### src/ldag_pkg.sv
// ----------------------------------------------------------------------------
// ldag_pkg
// Shared constants, codes and controller/datapath interface types of the
// LDA Gibbs token sampler.
// ----------------------------------------------------------------------------
package ldag_pkg;

	localparam int MAX_TOPICS    = 64;
	localparam int MAX_WORDS     = 4096;
	localparam int MAX_DOCS      = 1024;
	localparam int RANDOM_LEVELS = 10000;

	localparam int TOPIC_W = $clog2(MAX_TOPICS);
	localparam int WORD_W  = $clog2(MAX_WORDS);
	localparam int DOC_W   = $clog2(MAX_DOCS);
	localparam int RND_W   = 14;
	localparam int TU_W    = 7;
	localparam int WU_W    = 13;
	localparam int PRIOR_W = 24;
	localparam int CNT_W   = 32;
	localparam int KIND_W  = 2;

	localparam int WT_AW = TOPIC_W + WORD_W;
	localparam int DC_AW = DOC_W + TOPIC_W;

	localparam int Q       = 16;
	localparam int NUM_W   = CNT_W + Q + 1;
	localparam int BSUM_W  = WU_W + PRIOR_W;
	localparam int RATIO_W = 32;
	localparam int W_W     = 53;
	localparam int ACC_W   = W_W + TOPIC_W;
	localparam int DLO_W   = 25;
	localparam int DHI_W   = NUM_W - DLO_W;
	localparam int PLO_W   = RATIO_W + DLO_W;
	localparam int PHI_W   = RATIO_W + DHI_W;
	localparam int PROD_W  = RATIO_W + NUM_W;
	localparam int ALO_W   = 30;
	localparam int AHI_W   = ACC_W - ALO_W;
	localparam int TPA_W   = ALO_W + RND_W;
	localparam int TPB_W   = AHI_W + RND_W;
	localparam int TPROD_W = ACC_W + RND_W;

	localparam int DIV_RW = NUM_W;
	localparam int DIV_BW = RATIO_W;
	localparam int DIV_SW = 6;

	localparam logic [W_W-1:0] W_MAX = '1;

	localparam logic [KIND_W-1:0] K_ASSIGN   = 2'd0;
	localparam logic [KIND_W-1:0] K_RESAMPLE = 2'd1;
	localparam logic [KIND_W-1:0] K_READ     = 2'd2;

	localparam int CFG_IDX_W = 2;
	localparam logic [CFG_IDX_W-1:0] CFG_ALPHA  = 2'd0;
	localparam logic [CFG_IDX_W-1:0] CFG_BETA   = 2'd1;
	localparam logic [CFG_IDX_W-1:0] CFG_TOPICS = 2'd2;
	localparam logic [CFG_IDX_W-1:0] CFG_WORDS  = 2'd3;

	typedef struct packed {
		logic clr_step;
		logic latch_in;
		logic rd_cur;
		logic rd_k;
		logic wr_dec;
		logic out_load;
		logic ld_numden;
		logic div_ld_ratio;
		logic mul;
		logic mul_sum;
		logic acc_step;
		logic thr_mul;
		logic thr_sum;
		logic thr_cap;
		logic cw_rd;
		logic cw_mul;
		logic cw_sum;
		logic k_clr;
		logic k_inc;
		logic set_t_k;
	} ldag_cmd_t;

	typedef struct packed {
		logic clr_last;
		logic kind_rs;
		logic k_last;
		logic div_busy;
		logic cw_hit;
	} ldag_sts_t;

endpackage

### src/ldag_ctrl.sv
// ----------------------------------------------------------------------------
// ldag_ctrl
// Sequencer of the token sampler: clearing pass, count read-modify-write,
// per-topic weight loop, threshold and topic search, result handshake.
// ----------------------------------------------------------------------------
module ldag_ctrl import ldag_pkg::*; (
	input  logic      clk,
	input  logic      arst_n,
	input  logic      req_valid,
	output logic      req_stall,
	output logic      rsp_valid,
	input  logic      rsp_stall,
	input  ldag_sts_t sts,
	output ldag_cmd_t cmd
);

	localparam logic [4:0] S_CLR  = 5'd0;
	localparam logic [4:0] S_IDLE = 5'd1;
	localparam logic [4:0] S_RD   = 5'd2;
	localparam logic [4:0] S_RDW  = 5'd3;
	localparam logic [4:0] S_OUT  = 5'd4;
	localparam logic [4:0] S_KRD  = 5'd5;
	localparam logic [4:0] S_KWT  = 5'd6;
	localparam logic [4:0] S_KLD  = 5'd7;
	localparam logic [4:0] S_KDIV = 5'd8;
	localparam logic [4:0] S_KM1  = 5'd9;
	localparam logic [4:0] S_KM2  = 5'd10;
	localparam logic [4:0] S_KACC = 5'd11;
	localparam logic [4:0] S_THR1 = 5'd12;
	localparam logic [4:0] S_THR2 = 5'd13;
	localparam logic [4:0] S_TLD  = 5'd14;
	localparam logic [4:0] S_SRD  = 5'd15;
	localparam logic [4:0] S_SM   = 5'd16;
	localparam logic [4:0] S_SS   = 5'd17;
	localparam logic [4:0] S_SW   = 5'd18;

	logic [4:0] state_q, state_d;
	logic       final_q;
	logic       rsp_valid_q;
	logic       out_free;

	assign req_stall = state_q != S_IDLE;
	assign rsp_valid = rsp_valid_q;
	assign out_free  = !rsp_valid_q || !rsp_stall;

	always_comb begin
		state_d = state_q;
		cmd     = '0;
		case (state_q)
			S_CLR: begin
				cmd.clr_step = 1'b1;
				if (sts.clr_last)
					state_d = S_IDLE;
			end
			S_IDLE: begin
				if (req_valid) begin
					cmd.latch_in = 1'b1;
					state_d      = S_RD;
				end
			end
			S_RD: begin
				cmd.rd_cur = 1'b1;
				state_d    = S_RDW;
			end
			S_RDW: begin
				// A resample first takes the token out of its old topic.
				if (sts.kind_rs && !final_q) begin
					cmd.wr_dec = 1'b1;
					cmd.k_clr  = 1'b1;
					state_d    = S_KRD;
				end else begin
					state_d = S_OUT;
				end
			end
			S_OUT: begin
				if (out_free) begin
					cmd.out_load = 1'b1;
					state_d      = S_IDLE;
				end
			end
			S_KRD: begin
				cmd.rd_k = 1'b1;
				state_d  = S_KWT;
			end
			S_KWT: begin
				cmd.ld_numden = 1'b1;
				state_d       = S_KLD;
			end
			S_KLD: begin
				cmd.div_ld_ratio = 1'b1;
				state_d          = S_KDIV;
			end
			S_KDIV: begin
				if (!sts.div_busy)
					state_d = S_KM1;
			end
			S_KM1: begin
				cmd.mul = 1'b1;
				state_d = S_KM2;
			end
			S_KM2: begin
				cmd.mul_sum = 1'b1;
				state_d     = S_KACC;
			end
			S_KACC: begin
				cmd.acc_step = 1'b1;
				if (sts.k_last) begin
					state_d = S_THR1;
				end else begin
					cmd.k_inc = 1'b1;
					state_d   = S_KRD;
				end
			end
			S_THR1: begin
				cmd.thr_mul = 1'b1;
				state_d     = S_THR2;
			end
			S_THR2: begin
				cmd.thr_sum = 1'b1;
				state_d     = S_TLD;
			end
			S_TLD: begin
				cmd.thr_cap = 1'b1;
				cmd.k_clr   = 1'b1;
				state_d     = S_SRD;
			end
			S_SRD: begin
				cmd.cw_rd = 1'b1;
				state_d   = S_SM;
			end
			S_SM: begin
				cmd.cw_mul = 1'b1;
				state_d    = S_SS;
			end
			S_SS: begin
				cmd.cw_sum = 1'b1;
				state_d    = S_SW;
			end
			S_SW: begin
				// The last topic in use is taken when no earlier one qualifies.
				if (sts.cw_hit || sts.k_last) begin
					cmd.set_t_k = 1'b1;
					state_d     = S_RD;
				end else begin
					cmd.k_inc = 1'b1;
					state_d   = S_SRD;
				end
			end
			default: begin
				state_d = S_IDLE;
			end
		endcase
	end

	always_ff @(posedge clk or negedge arst_n) begin
		if (!arst_n) begin
			state_q     <= S_CLR;
			final_q     <= 1'b0;
			rsp_valid_q <= 1'b0;
		end else begin
			state_q <= state_d;
			if (cmd.latch_in)
				final_q <= 1'b0;
			else if (cmd.set_t_k)
				final_q <= 1'b1;
			if (cmd.out_load)
				rsp_valid_q <= 1'b1;
			else if (!rsp_stall)
				rsp_valid_q <= 1'b0;
		end
	end

endmodule

### config.mk
export PLATFORM = sky130hd
export DESIGN_NAME = ldag_ctrl
export DESIGN_NICKNAME = d
export VERILOG_FILES = /design/src/ldag_pkg.sv /design/src/ldag_ctrl.sv
export SDC_FILE = /design/constraint.sdc
export NUM_CORES = 1
export LEC_CHECK = 0
export BUFFER_PORTS_ARGS = -buffer_cell sky130_fd_sc_hd__buf_2
export CORE_MARGIN = 10
export CORE_UTILIZATION = 35
export CTS_CLUSTER_DIAMETER = 200
export DETAILED_ROUTE_END_ITERATION = 8
export PLACE_DENSITY = 0.71
export SLEW_MARGIN = 10
export SYNTH_ARGS = -nofsm -noshare
export SYNTH_HDL_FRONTEND = slang
export SYNTH_SLANG_ARGS = --single-unit
### constraint.sdc
create_clock -name clk -period 1.38 [get_ports clk]
set_input_delay 0.207 -clock clk [delete_from_list [all_inputs] [get_ports clk]]
set_output_delay 0.207 -clock clk [all_outputs]
set_load 0.02 [all_outputs]
==> metrics.cfg <==
[cells_and_area]
drive_gt1_frac=0.787
mostFrequentLayoutCells=buf_4, buf_6, buf_2
final_core_util=0.930
syn2layout_area_growth_pct=157
instances_no_fill=175
diodes=0
num-nets-final=160
layout_commonest_cell=buf_4

[clocking]
cts-root-buf=clkbuf_4
htree_num_levels=1
cts.path.max_buffers=2
clk_latency_ns=0.26
cts_num_sinks=7
cts_buffers=3
clk_pin_slew_ns=0.05
cts_tree=yes

[floorplan]
die_area_um2=3850
die_w_um=62.1
fp.dieH_um=62.1
initial_core_util=0.363
core_area_um2=1710
io_pins=31
fp-row-count=15

[sta]
maxSlewHeadroom=0.787
rsz0062_at_grt=true
min_period_ns=1.87
hold_ws_ns=0.250
setup_tns_ns=-7.60
setup_viol=26
fin_crit_sh=1.35
worstMarginPinSlew_ns=0.316
slew_violations=0
clock.fmax_mhz=535
setup_ws_ns=-0.490
hold_viol=0
clock_skew_ns=0.0106

[place]
dp.final_hpwl_um=1950
io_buffers=30
dpl.cell_count=158
gp_congestion=0.903

[global_route]
grt_first_pass_wirelength_um=3860
grt_max_degree=10
antenna_found_initial=0
gr-total-overflow=0
grt.total_usage=0.132
first_global_vias=883

[critical_path]
cp-end-kind=output pin
crit_chain=nand2b_4 > or4b_4 > o41ai_4 > buf_4
cp_top_family=simple AND/OR/NAND/NOR gates
cp_slowest_cell=or4b_4
cp.depth=4
cpPeakStageDelay_ns=0.51
critPathMaxFanout=4
cp_num_buf_inv=1
cp_data_required_time_ns=1.17
ff2ff_path_depth=7
start_kind=flop
path_class=reg -> out
cp.arrival_ns=1.66

[synth]
syn-cell-area_um2=619
postSynthAreaPerCell_um2=7.65
synth_async_sr_flop_share=1.00
ys_seq_elements=7
synth-main-ff-cell=dfrtp_1
synth-warning-count=0
syn_nets=90
synth_cell_types=32
seq_area_frac_synth=0.283
synth_edf_count=0
syn_inst=81

[routing]
num_vias=1011
dr_wl_met2_um=2080
wl_met1_um=1460
antenna_left=0
wl_um=4110
avgRoutedWirePerCell_um=23.5
drc_errors=0
viasPerCell=5.78
drtIter0Drc=53
highest_layer=met4
route.met3.wl_um=329
firstDrtPassIters=4

[power_and_ir_drop]
p_leak_nw=0.701
peakVddDrop_mv=2.02
p_per_area_nw_per_um2=2410
power_mw=3.83

[status]
violations=negative setup slack
status=complete, but fails checks

[hold_path]
hp-class=in -> reg
hold_path_depth=3

[run]
max_cap_viol_count=0

[final timing paths]
kind                       startpoint    endpoint  slack [ns]
hold / removal              rsp_stall   rsp_valid        0.25
max in group asynchronous      arst_n  state_q[1]        0.88
min in group asynchronous      arst_n  state_q[4]        0.31
hold reg to reg               final_q     final_q        0.50
setup reg to reg           state_q[1]  state_q[0]       -0.36
setup / recovery           state_q[0]      cmd[1]       -0.49
[layer usage]
metal  vias to the layer above  global-route usage
li1                        428                   -
met1                       494               0.137
met2                        69               0.240
met3                        20              0.0528
met4                         0              0.0350
met5                         -                   0
[synth_stat cells (all sizes together), types with 2 or more instances]
| library cell | number | area [µm²] |
|---|---|---|
| nor2 | 14 | 52.6 |
| dfrtp | 7 | 175 |
| clkbuf | 2 | 7.51 |
| nand3 | 2 | 10.0 |
| buf | 5 | 46.3 |
| nand2 | 6 | 22.5 |
| nor4 | 3 | 18.8 |
| inv | 3 | 11.3 |
| and3 | 2 | 12.5 |
| nand2b | 4 | 27.5 |
| nor3 | 7 | 35.0 |
| or2 | 4 | 25.0 |
| o21ai | 7 | 35.0 |
[registers in the layout, summed over array words and instances (netlist names)]
name and flops:
state_q 5, final_q 1, rsp_valid 1
[metrics by stage]
step	setup slack (ns)	area (µm²)
after global routing	-0.550	1590
after CTS	-0.414	1230
final	-0.490	1590
after global placement	-0.171	1020
after detailed placement	-0.199	1020
after floorplan	-0.175	679
[cells by family after synthesis]
family | count (synthesis) | synth area share
and+or+nand+nor | 46 | 0.388
AOI/OAI and AO/OA | 18 | 0.224
DFF | 7 | 0.283
buffers and inverters | 10 | 0.105
[power by group]
group | switching, mW | leakage, nW | internal [mW]
combinational | 1.70 | 0.600 | 1.48
clock | 0.0870 | 0.0150 | 0.111
sequential | 0.143 | 0.0859 | 0.301
total | 1.93 | 0.701 | 1.90
[timing repair]
| action | CTS | global route |
|---|---|---|
| hold endpoints to repair | 7 | 0 |
| buffers inserted | 5 | 9 |
| pin swaps | 10 | 9 |
| hold buffers | 1 | 0 |
| resized for setup | 42 | 67 |
| endpoints found under the setup margin | 24 | 26 |
[tightest hold or removal path: cells and delay by family]
family / cells / cell delay [ns]
AND/OR/NAND/NOR: 2 / 0.11
buffers and inverters: 1 / 0.14
[area by class of cell]
class / count / area [µm²]
inverter: 3 / 23.8
multi-input combinational: 64 / 679
fill: 59 / 119
tap: 25 / 31.3
sequential: 7 / 178
timing repair buffer: 72 / 651
clock buffer: 4 / 26.3
Note: power is estimated with default switching activity, not from simulation.
